--- src/rtl/core/fcd_pkg.sv ---
// ----------------------------------------------------------------------------
// fcd_pkg: shared types and constants of the core dispatcher
// Field widths, result codes, register map and the command and status
// structs that join the controller and the datapath.
// ----------------------------------------------------------------------------
package fcd_pkg;

	// Fixed field widths
	localparam int TAG_W      = 16;
	localparam int CORE_IN_W  = 6;
	localparam int CORE_OUT_W = 4;
	localparam int DEST_W     = 2;
	localparam int CFG_W      = 5;
	localparam int IN_DATA_W  = 24;
	localparam int OUT_DATA_W = 24;
	localparam int OUT_USER_W = 3;
	localparam int APB_ADDR_W = 3;
	localparam int APB_DATA_W = 32;

	// Input kind
	localparam logic FUNC_DONE = 1'b1;

	// Result destinations
	localparam logic [DEST_W-1:0] DEST_CORE   = 2'd0;
	localparam logic [DEST_W-1:0] DEST_APP    = 2'd1;
	localparam logic [DEST_W-1:0] DEST_REJECT = 2'd2;

	// Register map: word index taken from paddr[2]
	localparam logic REG_CORES_IN_USE = 1'b0;
	localparam logic [CFG_W-1:0] CORES_RESET = 5'd16;

	typedef enum logic [1:0] {
		ST_IDLE,
		ST_EVAL,
		ST_POP,
		ST_RESP
	} state_t;

	typedef enum logic [3:0] {
		OP_NONE,
		OP_DISPATCH,
		OP_REJECT,
		OP_PUSH,
		OP_RESP_ERR,
		OP_RESP_FREE,
		OP_POP,
		OP_EMIT_POPPED,
		OP_EMIT_RESP
	} op_t;

	typedef struct packed {
		logic load_in;
		op_t  op;
	} cmd_t;

	typedef struct packed {
		logic is_done;
		logic core_found;
		logic q_full;
		logic q_nonempty;
		logic core_ok;
		logic out_free;
	} stat_t;

endpackage

--- src/rtl/core/fifo_core_dispatcher.sv ---
// Sequence: a transaction is accepted in the idle state and evaluated in the evaluate state,
// which loads its result into the result register unless the tag is queued; a completion that
// pops a waiting tag reads the queue there, then hands out the popped dispatch and the response.
// A stalled result register holds the sequencer in place. A new transaction is accepted only
// when the sequencer is back in idle, once the last one is done.
// Reset: every core idle, queue empty, cores_in_use = 16; queue storage is not cleared.
// ----------------------------------------------------------------------------
// fifo_core_dispatcher: work tag dispatcher with idle bitmap and FIFO
// Streams requests and completions in, dispatches tags to idle cores, queues
// or rejects when none is free, and passes completions back as responses.
// ----------------------------------------------------------------------------
module fifo_core_dispatcher #(
	parameter int MAX_CORES   = 16,
	parameter int QUEUE_DEPTH = 64,
	parameter int TAG_BITS    = 16
) (
	input  logic                               clk,
	input  logic                               arst_n,
	// Input stream
	input  logic                               s_tvalid,
	output logic                               s_tready,
	input  logic [fcd_pkg::IN_DATA_W-1:0]      s_tdata,  // work_tag[15:0], done_core[21:16], pad
	input  logic                               s_tuser,  // func
	// Result stream
	output logic                               m_tvalid,
	input  logic                               m_tready,
	output logic [fcd_pkg::OUT_DATA_W-1:0]     m_tdata,  // core_index[3:0], result_tag[19:4], pad
	output logic [fcd_pkg::OUT_USER_W-1:0]     m_tuser,  // destination[1:0], index_error[2]
	output logic                               m_tlast,
	// Configuration port
	input  logic                               psel,
	input  logic                               penable,
	input  logic                               pwrite,
	input  logic [fcd_pkg::APB_ADDR_W-1:0]     paddr,
	input  logic [fcd_pkg::APB_DATA_W-1:0]     pwdata,
	output logic [fcd_pkg::APB_DATA_W-1:0]     prdata,
	output logic                               pready
);
	import fcd_pkg::*;

	logic [CFG_W-1:0]      cores_in_use_q;
	cmd_t                  cmd;
	stat_t                 stat;
	logic [DEST_W-1:0]     out_dest;
	logic [CORE_OUT_W-1:0] out_core;
	logic [TAG_W-1:0]      out_tag;
	logic                  out_err;

	// Configuration register
	assign pready = 1'b1;

	always_ff @(posedge clk or negedge arst_n) begin
		if (!arst_n) begin
			cores_in_use_q <= CORES_RESET;
		end else if (psel && penable && pwrite && pready && (paddr[2] == REG_CORES_IN_USE)) begin
			cores_in_use_q <= pwdata[CFG_W-1:0];
		end
	end

	assign prdata = (paddr[2] == REG_CORES_IN_USE) ? APB_DATA_W'(cores_in_use_q) : '0;

	fcd_ctrl u_ctrl (
		.clk      (clk),
		.arst_n   (arst_n),
		.in_valid (s_tvalid),
		.in_ready (s_tready),
		.stat     (stat),
		.cmd      (cmd)
	);

	fcd_datapath #(
		.MAX_CORES   (MAX_CORES),
		.QUEUE_DEPTH (QUEUE_DEPTH),
		.TAG_BITS    (TAG_BITS)
	) u_datapath (
		.clk          (clk),
		.arst_n       (arst_n),
		.cores_in_use (cores_in_use_q),
		.cmd          (cmd),
		.stat         (stat),
		.in_func      (s_tuser),
		.in_tag       (s_tdata[15:0]),
		.in_core      (s_tdata[21:16]),
		.out_ready    (m_tready),
		.out_valid    (m_tvalid),
		.out_dest     (out_dest),
		.out_core     (out_core),
		.out_tag      (out_tag),
		.out_err      (out_err),
		.out_last     (m_tlast)
	);

	// Result packing
	assign m_tdata = {4'b0000, out_tag, out_core};
	assign m_tuser = {out_err, out_dest};

endmodule

--- src/rtl/core/fcd_ctrl.sv ---
// ----------------------------------------------------------------------------
// fcd_ctrl: dispatcher sequencer
// Takes one transaction at a time, picks the operation from the datapath
// status and steps through the pop and the two results of a completion.
// ----------------------------------------------------------------------------
module fcd_ctrl (
	input  logic           clk,
	input  logic           arst_n,
	input  logic           in_valid,
	output logic           in_ready,
	input  fcd_pkg::stat_t stat,
	output fcd_pkg::cmd_t  cmd
);
	import fcd_pkg::*;

	state_t state_q;
	state_t state_next;

	// State register
	always_ff @(posedge clk or negedge arst_n) begin
		if (!arst_n) begin
			state_q <= ST_IDLE;
		end else begin
			state_q <= state_next;
		end
	end

	// Next state
	always_comb begin
		state_next = state_q;
		unique case (state_q)
			ST_IDLE: begin
				if (in_valid) state_next = ST_EVAL;
			end
			ST_EVAL: begin
				if (!stat.is_done) begin
					if (stat.core_found || stat.q_full) begin
						if (stat.out_free) state_next = ST_IDLE;
					end else begin
						state_next = ST_IDLE;
					end
				end else if (!stat.core_ok) begin
					if (stat.out_free) state_next = ST_IDLE;
				end else if (stat.q_nonempty) begin
					state_next = ST_POP;
				end else if (stat.out_free) begin
					state_next = ST_IDLE;
				end
			end
			ST_POP: begin
				if (stat.out_free) state_next = ST_RESP;
			end
			ST_RESP: begin
				if (stat.out_free) state_next = ST_IDLE;
			end
			default: state_next = ST_IDLE;
		endcase
	end

	// Outputs
	always_comb begin
		in_ready    = 1'b0;
		cmd.load_in = 1'b0;
		cmd.op      = OP_NONE;
		unique case (state_q)
			ST_IDLE: begin
				in_ready    = 1'b1;
				cmd.load_in = in_valid;
			end
			ST_EVAL: begin
				if (!stat.is_done) begin
					if (stat.core_found) begin
						if (stat.out_free) cmd.op = OP_DISPATCH;
					end else if (stat.q_full) begin
						if (stat.out_free) cmd.op = OP_REJECT;
					end else begin
						cmd.op = OP_PUSH;
					end
				end else if (!stat.core_ok) begin
					if (stat.out_free) cmd.op = OP_RESP_ERR;
				end else if (stat.q_nonempty) begin
					cmd.op = OP_POP;
				end else if (stat.out_free) begin
					cmd.op = OP_RESP_FREE;
				end
			end
			ST_POP: begin
				if (stat.out_free) cmd.op = OP_EMIT_POPPED;
			end
			ST_RESP: begin
				if (stat.out_free) cmd.op = OP_EMIT_RESP;
			end
			default: cmd.op = OP_NONE;
		endcase
	end

endmodule

--- src/rtl/core/fcd_datapath.sv ---
// ----------------------------------------------------------------------------
// fcd_datapath: idle bitmap, tag queue and result register
// Holds the accepted transaction, finds the lowest idle core, keeps the
// waiting-tag FIFO in a memory and drives the single result register.
// ----------------------------------------------------------------------------
module fcd_datapath #(
	parameter int MAX_CORES   = 16,
	parameter int QUEUE_DEPTH = 64,
	parameter int TAG_BITS    = 16
) (
	input  logic                              clk,
	input  logic                              arst_n,
	input  logic [fcd_pkg::CFG_W-1:0]         cores_in_use,
	input  fcd_pkg::cmd_t                     cmd,
	output fcd_pkg::stat_t                    stat,
	input  logic                              in_func,
	input  logic [fcd_pkg::TAG_W-1:0]         in_tag,
	input  logic [fcd_pkg::CORE_IN_W-1:0]     in_core,
	input  logic                              out_ready,
	output logic                              out_valid,
	output logic [fcd_pkg::DEST_W-1:0]        out_dest,
	output logic [fcd_pkg::CORE_OUT_W-1:0]    out_core,
	output logic [fcd_pkg::TAG_W-1:0]         out_tag,
	output logic                              out_err,
	output logic                              out_last
);
	import fcd_pkg::*;

	localparam int TW   = (TAG_BITS < TAG_W) ? TAG_BITS : TAG_W;
	localparam int IW   = (MAX_CORES > 1) ? $clog2(MAX_CORES) : 1;
	localparam int NW   = ($clog2(MAX_CORES + 1) > CORE_IN_W) ?
		$clog2(MAX_CORES + 1) : CORE_IN_W;
	localparam int AW   = $clog2(QUEUE_DEPTH);
	localparam int CNTW = $clog2(QUEUE_DEPTH + 1);

	// Captured transaction
	logic                 func_q;
	logic [TW-1:0]        tag_q;
	logic [CORE_IN_W-1:0] core_q;

	// Core state and queue
	logic [MAX_CORES-1:0] idle_q;
	logic [TW-1:0]        mem [QUEUE_DEPTH];
	logic [TW-1:0]        pop_q;
	logic [AW-1:0]        head_q;
	logic [AW-1:0]        tail_q;
	logic [CNTW-1:0]      count_q;

	// Result register
	logic                  out_valid_q;
	logic [DEST_W-1:0]     out_dest_q;
	logic [CORE_OUT_W-1:0] out_core_q;
	logic [TAG_W-1:0]      out_tag_q;
	logic                  out_err_q;
	logic                  out_last_q;

	logic [NW-1:0] n_act;
	logic          found;
	logic [IW-1:0] found_idx;
	logic [IW-1:0] core_sel;
	logic          emit;

	// Capture the accepted transaction
	always_ff @(posedge clk) begin
		if (cmd.load_in) begin
			func_q <= in_func;
			tag_q  <= in_tag[TW-1:0];
			core_q <= in_core;
		end
	end

	// Active core count, clamped to the bitmap size
	assign n_act = (NW'(cores_in_use) > NW'(MAX_CORES)) ? NW'(MAX_CORES) : NW'(cores_in_use);
	assign core_sel = core_q[IW-1:0];

	// Lowest idle core below the active count
	always_comb begin
		found     = 1'b0;
		found_idx = '0;
		for (int i = MAX_CORES - 1; i >= 0; i--) begin
			if (idle_q[i] && (NW'(i) < n_act)) begin
				found     = 1'b1;
				found_idx = IW'(i);
			end
		end
	end

	// Status to the controller
	assign stat.is_done    = (func_q == FUNC_DONE);
	assign stat.core_found = found;
	assign stat.q_full     = (count_q == CNTW'(QUEUE_DEPTH));
	assign stat.q_nonempty = (count_q != '0);
	assign stat.core_ok    = (NW'(core_q) < n_act);
	assign stat.out_free   = !out_valid_q || out_ready;

	// Idle bitmap
	always_ff @(posedge clk or negedge arst_n) begin
		if (!arst_n) begin
			idle_q <= '1;
		end else begin
			case (cmd.op)
				OP_DISPATCH:  idle_q[found_idx] <= 1'b0;
				OP_RESP_FREE: idle_q[core_sel]  <= 1'b1;
				OP_POP:       idle_q[core_sel]  <= 1'b0;
				default:      ;
			endcase
		end
	end

	// Queue pointers and fill count
	always_ff @(posedge clk or negedge arst_n) begin
		if (!arst_n) begin
			head_q  <= '0;
			tail_q  <= '0;
			count_q <= '0;
		end else begin
			case (cmd.op)
				OP_PUSH: begin
					tail_q  <= (tail_q == AW'(QUEUE_DEPTH - 1)) ? '0 : tail_q + 1'b1;
					count_q <= count_q + 1'b1;
				end
				OP_POP: begin
					head_q  <= (head_q == AW'(QUEUE_DEPTH - 1)) ? '0 : head_q + 1'b1;
					count_q <= count_q - 1'b1;
				end
				default: ;
			endcase
		end
	end

	// Tag storage: write at tail, registered read at head
	always_ff @(posedge clk) begin
		if (cmd.op == OP_PUSH) mem[tail_q] <= tag_q;
		if (cmd.op == OP_POP) pop_q <= mem[head_q];
	end

	always_comb begin
		case (cmd.op) inside
			OP_DISPATCH, OP_REJECT, OP_RESP_ERR, OP_RESP_FREE,
			OP_EMIT_POPPED, OP_EMIT_RESP: emit = 1'b1;
			default:                      emit = 1'b0;
		endcase
	end

	// Result valid
	always_ff @(posedge clk or negedge arst_n) begin
		if (!arst_n) begin
			out_valid_q <= 1'b0;
		end else if (emit) begin
			out_valid_q <= 1'b1;
		end else if (out_ready) begin
			out_valid_q <= 1'b0;
		end
	end

	// Result payload
	always_ff @(posedge clk) begin
		case (cmd.op)
			OP_DISPATCH: begin
				out_dest_q <= DEST_CORE;
				out_core_q <= CORE_OUT_W'(found_idx);
				out_tag_q  <= TAG_W'(tag_q);
				out_err_q  <= 1'b0;
				out_last_q <= 1'b1;
			end
			OP_REJECT: begin
				out_dest_q <= DEST_REJECT;
				out_core_q <= '0;
				out_tag_q  <= TAG_W'(tag_q);
				out_err_q  <= 1'b0;
				out_last_q <= 1'b1;
			end
			OP_RESP_ERR: begin
				out_dest_q <= DEST_APP;
				out_core_q <= '0;
				out_tag_q  <= TAG_W'(tag_q);
				out_err_q  <= 1'b1;
				out_last_q <= 1'b1;
			end
			OP_RESP_FREE, OP_EMIT_RESP: begin
				out_dest_q <= DEST_APP;
				out_core_q <= CORE_OUT_W'(core_q);
				out_tag_q  <= TAG_W'(tag_q);
				out_err_q  <= 1'b0;
				out_last_q <= 1'b1;
			end
			OP_EMIT_POPPED: begin
				out_dest_q <= DEST_CORE;
				out_core_q <= CORE_OUT_W'(core_q);
				out_tag_q  <= TAG_W'(pop_q);
				out_err_q  <= 1'b0;
				out_last_q <= 1'b0;
			end
			default: ;
		endcase
	end

	assign out_valid = out_valid_q;
	assign out_dest  = out_dest_q;
	assign out_core  = out_core_q;
	assign out_tag   = out_tag_q;
	assign out_err   = out_err_q;
	assign out_last  = out_last_q;

	// Fill count never passes the queue depth
	a_count_bound: assert property (@(posedge clk) disable iff (!arst_n)
		count_q <= CNTW'(QUEUE_DEPTH))
		else $error("queue count beyond depth");

	// A pop is only issued on a queue that holds a tag
	a_pop_nonempty: assert property (@(posedge clk) disable iff (!arst_n)
		(cmd.op == OP_POP) |-> (count_q != '0))
		else $error("pop from empty queue");

	// A new result never overwrites one that is still waiting
	a_no_overwrite: assert property (@(posedge clk) disable iff (!arst_n)
		emit |-> (!out_valid_q || out_ready))
		else $error("result register overwritten");

	// A push grows the queue by exactly one
	a_push_count: assert property (@(posedge clk) disable iff (!arst_n)
		(cmd.op == OP_PUSH) |=> (count_q == $past(count_q) + 1'b1))
		else $error("push did not advance count");

endmodule
--- config.mk ---
export PLATFORM = sky130hd
export DESIGN_NAME = fifo_core_dispatcher
export DESIGN_NICKNAME = d
export VERILOG_FILES = /design/src/rtl/core/fcd_pkg.sv /design/src/rtl/core/fifo_core_dispatcher.sv /design/src/rtl/core/fcd_ctrl.sv /design/src/rtl/core/fcd_datapath.sv
export SDC_FILE = /design/constraint.sdc
export NUM_CORES = 1
export LEC_CHECK = 0
export BUFFER_PORTS_ARGS = -buffer_cell sky130_fd_sc_hd__buf_2
export CAP_MARGIN = 20
export CORE_MARGIN = 10
export CORE_UTILIZATION = 62
export DETAILED_ROUTE_END_ITERATION = 10
export GPL_TIMING_DRIVEN = 0
export PLACE_DENSITY = 0.82
export SYNTH_ARGS = -nofsm -noshare
export SYNTH_HDL_FRONTEND = slang
export SYNTH_SLANG_ARGS = --single-unit
--- constraint.sdc ---
create_clock -name clk -period 4.95 [get_ports clk]
set_input_delay 0.495 -clock clk [delete_from_list [all_inputs] [get_ports clk]]
set_output_delay 0.495 -clock clk [all_outputs]
set_load 0.05 [all_outputs]
* Word-level counts from Yosys, hierarchy flattened
Memories as Yosys holds them, arrays and structs flattened. A register that Yosys moved wholly into a read port is not among the register bits.
Index checks and enable logic that the tools add are counted.
** Word-level totals
- RAM bits :: 1024
- Bits of input ports :: 67
- Output and inout port bits :: 63
- Memories :: 1
- Register bits after elaboration :: 90
- Word-level logic and storage cells :: 179
** Operators by class
- Magnitude comparators :: 22
- Equality and inequality tests :: 16
- Multiplexer cells :: 74
- Reduce and logical (&&, ||, !) cells :: 41
- $add $sub $neg :: 4
- Bitwise logic cells :: 6
** Memories
- u_datapath.mem :: words 64, width 16, read ports 1, clocked after Yosys merged registers in 1, write ports 1, RTL line fcd_datapath.sv:43 : logic [TW-1:0] mem [QUEUE_DEPTH];
** Operators with widths (number)
- 4-bit 2-to-1 mux :: 21
- 4-bit by 6-bit less-than comparator with 1-bit output (first input constant) :: 8
- 16-bit case mux with 3 select lines :: 1
- 16-bit bitwise AND :: 2
- 16-bit NOT :: 2
- 16-bit case mux with 2 select lines :: 1
- 1-bit 2-to-1 mux :: 26
- 3-bit by 6-bit less-than comparator with 1-bit output (first input constant) :: 4
- 4-bit case mux with 3 select lines :: 2
- 1-bit logical AND :: 21
- 2-bit 2-to-1 mux :: 9
- 4-bit by 3-bit equality test with 1-bit output (second input constant) :: 4
- 16-bit OR :: 1
- 7-bit case mux with 2 select lines :: 1
- 6-bit by 1-bit adder with 6-bit output (second input constant) :: 2
- 6-bit equality test (second input constant) :: 2
- 1-bit by 6-bit less-than comparator with 1-bit output (first input constant) :: 2
- 2-bit by 6-bit less-than comparator with 1-bit output (first input constant) :: 2
- 6-bit 2-to-1 mux :: 2
- 4-bit by 5-bit less-than comparator with 1-bit output (second input constant) :: 2
- 5-bit 2-to-1 mux :: 2
- 5-bit OR reduction :: 2
- 3-bit 2-to-1 mux :: 3
- 3-bit nonzero test :: 3
- 26 further kinds :: 38

* Depth between registers and ports, before layout
- Depth in word-level cells :: 27
- Mapped depth :: 18
- Gate-level depth less buffers :: 16

* Modules after synthesis
A second synthesis with hierarchy kept.
** Unflattened totals
- Cell total of the unflattened synthesis :: 2044
- Area total of the unflattened synthesis :: 44731.7 um2
** Modules (own cells, without submodules)
- fcd_datapath :: area an instance 43995.9 um2, seq. area each 33562.2 um2, cells an instance 1966, instances 1
- fifo_core_dispatcher :: area an instance 505.5 um2, seq. area each 126.4 um2, cells an instance 51, instances 1
- fcd_ctrl :: area an instance 230.2 um2, seq. area each 50.0 um2, cells an instance 27, instances 1

* Least setup slack after synthesis
OpenSTA, ideal clock, no wires.
- Path type :: flip-flop to flip-flop
- Start point :: reg cores_in_use_q[4]
- End point :: mem u_datapath.mem[30][0] (netlist bit), enable pin
- Stages on the path, launching flop included :: 15
- Buffers on the path :: 4
- Setup slack :: 0.371 ns
- Data arrival time :: 4.170 ns
- Data required time :: 4.541 ns
- Library setup time :: 0.409 ns
- Period minus slack after synthesis :: 4.579 ns
- Cell sequence :: dfstp_2 > buf_2 > buf_2 > inv_1 > ha_1 > or3_1 > o221ai_2 > nand2_4 > inv_2 > a41oi_2 > nor2b_4 > o21ai_2 > buf_6 > buf_6 > nor3_1
** Between the ends
- Cells in the longest elaborated chain, start to end :: 26
- Elaborated cells on any way between the ends :: 58
- Classes of those cells :: 18 x order compare; 1 x eq/ne; 23 x mux; 16 x reduce/logical
** RTL lines
- from (decl) :: RTL line fifo_core_dispatcher.sv:41 : logic [CFG_W-1:0] cores_in_use_q;
- from (signal assigned) :: RTL line fifo_core_dispatcher.sv:56 : cores_in_use_q <= pwdata[CFG_W-1:0];
- 5-bit > comparator :: RTL line fcd_datapath.sv:73 : assign n_act = (NW'(cores_in_use) > NW'(MAX_CORES)) ? NW'(MAX_CORES) : NW'(cores_in_use);
- 5-bit 2-to-1 mux (*) :: RTL line fcd_datapath.sv:73
- 4-bit by 6-bit less-than comparator with 1-bit output :: RTL line fcd_datapath.sv:81 : if (idle_q[i] && (NW'(i) < n_act)) begin
- 1-bit logical AND :: RTL line fcd_datapath.sv:81
- 1-bit 2-to-1 mux (16 in a row) :: RTL line fcd_datapath.sv:81
- 4-bit 2-to-1 mux :: RTL line fcd_ctrl.sv:72 : if (stat.core_found) begin
- 4-bit 2-to-1 mux (*) :: RTL line fcd_ctrl.sv:71 : if (!stat.is_done) begin
- 4-bit case mux with 3 select lines (*) :: RTL line fcd_ctrl.sv:65 : unique case (state_q)
- 4-bit by 2-bit equality test with 1-bit output (*) :: RTL line fcd_datapath.sv:133 : if (cmd.op == OP_PUSH) mem[tail_q] <= tag_q;
- 1-bit 2-to-1 mux (*) :: RTL line fcd_datapath.sv:133
- 1-bit 2-to-1 mux (implied by the code) (*) :: RTL line fcd_datapath.sv:133
- to (decl) :: RTL line fcd_datapath.sv:43
Mark *: on every way between the ends. The rest lies on a longest branch, timed or not.

* Final worst setup path
- Start point :: reg cores_in_use_q[4]
- End point :: mem u_datapath.mem[23][4] (netlist bit), enable pin
The elaborated chain is that of the path after synthesis.

==> impl_metrics.toml <==
[routing]
drt_iter0_drc = 3978
routed_via_density = 7.20
dr.pass1.iters = 9
num_vias = 24600
post-route-drc-count = 0
totalWireLength_um = 127000
antenna_left = 0
wl_per_cell_um = 37.1

[floorplan]
rows = 98
die_w_um = 289
core_mm2 = 0.0715
dieArea_mm2 = 0.0833
num_io_pins = 130
die_h_um = 289
initial_core_util_pct = 62.6

[power_and_ir_drop]
leakage_nw = 16.8
power.internal_mw = 19.4
p_comb_share_pct = 32.5
peakVddDrop_uv = 605
finalPower_mw = 29.4
p_per_area_mw_per_mm2 = 564
seqPwrFrac_pct = 40.2
p_clk_share_pct = 27.3
switchingPower_mw = 9.98
switching_share_pct = 34.0

[synthesis]
synth_seq_area_share_pct = 75.4
synth_area_mm2 = 0.0448
yosys_register_bits = 1130
synth_compound_area_share_pct = 2.32
avgSynthCellArea_um2 = 21.8
ys_warn_count = 0
ys.flop_type = "edfxtp_1"
synthArstFlopShare_pct = 3.81
yosysTopAreaCell = "edfxtp_1"
syn-instance-count = 2056
synth_area_leaders = "edfxtp_1 (73%), mux4_2 (17%), dfrtp_1 (1.5%)"
synthMuxAreaShare_pct = 17.1
synth-simple-area-share_pct = 2.93
synth_fa_ha_area_share_pct = 0.352
synth_edf_count = 1087
synth_xor_area_share_pct = 0.176
synthDistinctLibCells = 76
synth_top_family_by_area = "multiplexers"
synth_top_cell_area_share_pct = 72.9

[worst_setup_path]
r2r_setup_slack_ns = -0.07
critPathMaxFanout = 28
arrival_ns = 5.30
cp-end-kind = "register"
required_ns = 5.23
critPathKind = "reg2reg"
start_kind = "register"

[clock_network]
cts_sinks = 1130
numCtsBuffers = 109
htreeDepth = 3
cts_buffer_depth = 3
cts_root_buffer = "clkbuf_16"
cts_tree = "yes"
post_cts_buffers = 0
path_clk_slew_ns = 0.06
clock_latency_ns = 0.71

[placed_design]
gp_congestion = 0.937
dp_slack_ns = -0.111
dpl.cell_count = 3200
dp_hpwl_um = 77400
portBuffers = 66

[layout]
seqCellArea_mm2 = 0.0337
n_fill_cell = 3642
finalNetCount = 2458
drive_above_1_share_pct = 33.7
multiInputGateArea_mm2 = 0.0107
area_growth_pct = 16.3
layout.cells.non_filler = 3421

[timing]
layout_min_cycle_time_ns = 5.02
finalHoldViolCount = 0
slew_violations = 9
skew_ns = 0.0539
setup_tns_ns = -2.82
timing.final.crit_share_pct = 101
fmax_ghz = 0.199
worst_slack_ns = -0.0690
worst_pin_slew_ns = 1.53
setup_viol_count_final = 60
whs_ns = 0.0185
relSlewSlack_pct = -2.32
rsz0062_at_grt = "yes"

[global_route]
grt_use_met1_pct = 36.7
grt_max_degree = 44
use_met2_pct = 48.0
grt_pass1_wl_um = 175000
track_usage_pct = 29.4
overflow = 0
antenna_found_initial = 11
grt_pass1_vias = 24600
use_met3_pct = 7.66
grt.busiest_layer = "met2"

[min_path]
worstHoldPathType = "in2reg"

[run_status]
violations = "max-capacitance violations, max-slew violations, negative setup slack"
status = "complete, but fails checks"

[flow_run]
max-cap-violations = 1
cells in the final DEF, fill, tap and decap left out, drive strengths merged, types with 4 or more instances in the layout:
cell and instances:
and2 10, nand3 8, a21boi 5, diode 5, and3 4, conb 32
mux4 336, o21a 8, nor2b 11, o31ai 9, dfrtp 26, nor2 38
clkinvlp 5, ha 11, dlygate4sd3 11, nor3b 5, xor2 4, nor3 67
a21o 4, clkinv 47, a31oi 6, inv 17, buf 255, dfstp 17
bufinv 5, edfxtp 1087, o211ai 6, nand2 93, clkbuf 196, a21oi 28
nand2b 8, or3 6, o21ai 25, mux2 8, a221oi 18, xnor2 5
a31o 6
kinds of logic after synthesis:
group                      count (synthesis)
muxes                                    344
buffers and inverters                    156
xor gates and xnor gates                   9
other                                      2
adders and majority gates                 12
and+or+nand+nor                          261
DFF                                     1130
AOI/OAI and AO/OA                        142
what timing repair did:
action,in CTS,in global routing
setup endpoints to repair,198,389
hold endpoints to repair,11,0
pin swaps,0,0
resized for setup,5,17
hold buffers,11,0
per-layer routing:
layer  share of wire (%)  vias to the layer above
met4                 6.1                       18
li1                    -                     9277
met2                  49                     2267
met1                  33                    12500
met3                  12                      525
met5                0.14                        -
flip-flops by register name (all words and copies together) (netlist names):
register,cells
u_datapath.count_q,7
u_datapath.out_tag,16
u_datapath.mem,1024
cores_in_use_q,5
u_datapath.out_valid,1
u_datapath.out_dest,2
u_datapath.func_q,1
u_datapath.idle_q,16
u_datapath.out_err,1
u_datapath.tail_q,6
u_datapath.core_q,6
u_datapath.out_last,1
u_datapath.pop_q,16
u_datapath.head_q,6
u_datapath.out_core,4
u_ctrl.state_q,2
u_datapath.tag_q,16
worst max-delay path, cell delays in order (launching register included):
cell and delay (ns):
dfstp_2 0.51, buf_2 0.20, buf_2 0.25, inv_1 0.14
ha_1 0.25, or3_1 0.44, o221ai_2 0.32, nand2_4 0.22
inv_6 0.29, a41oi_2 0.13, nor2b_4 0.31, o2111ai_2 0.56
nor2_2 0.98
final timing paths:
kind	cells past startpoint	start	endpoint
min in group asynchronous	2	arst_n	cores_in_use_q[3]
min reg2reg	1	u_datapath.count_q[6]	u_datapath.count_q[6]
max reg2reg	12	cores_in_use_q[4]	u_datapath.mem[23][4]
max	12	cores_in_use_q[4]	u_datapath.mem[23][4]
max in group asynchronous	3	arst_n	u_datapath.idle_q[1]
min	1	s_tdata[18]	u_datapath.core_q[2]
through the flow:
| step | area [um2] | utilization, % |
|---|---|---|
| 2_1_floorplan | 44900 | - |
| 3_3_place_gp | 46400 | 64.9 |
| 3_5_place_dp | 48300 | 67.6 |
| 4_1_cts | 51800 | 72.5 |
| 5_1_grt | 52000 | 72.8 |
| 6_report | 52000 | 72.8 |
final cells by class:
cell class	instances	area share, %
flip-flops and latches	1130	64.8
multi-input cells	800	20.6
clock buffers	136	5.52
repair buffers	182	4.26
well taps	950	2.28
plain buffers	144	1.40
clock inverters	62	0.962
inverters	12	0.0962
diodes	5	0.0240
power groups by stage:
stage / Clock [mW] / Combinational, mW / Sequential [mW]
CTS: 7.97 / 9.01 / 11.8
global placement: 0 / 7.69 / 12.3
floorplan: 0 / 5.07 / 12.3
finish: 8.01 / 9.54 / 11.8
global route: 8.36 / 9.74 / 11.8
detailed placement: 0 / 8.71 / 12.0
Yosys cell counts (all sizes together) (4+ instances only):
library cell	number
o211ai	6
buf	84
and2	10
mux2	8
nand2b	8
clkbuf	60
edfxtp	1087
or3	6
dfstp	17
a21o	4
o21ai	25
nor2b	11
xor2	4
nor2	38
inv	12
o21a	8
nand3	8
a21boi	5
xnor2	5
a21oi	28
and3	4
nand2	93
ha	11
a31o	6
o31ai	9
a221oi	18
a31oi	6
mux4	336
dfrtp	26
nor3	67
nor3b	5
(Power assumes the default switching activity.)
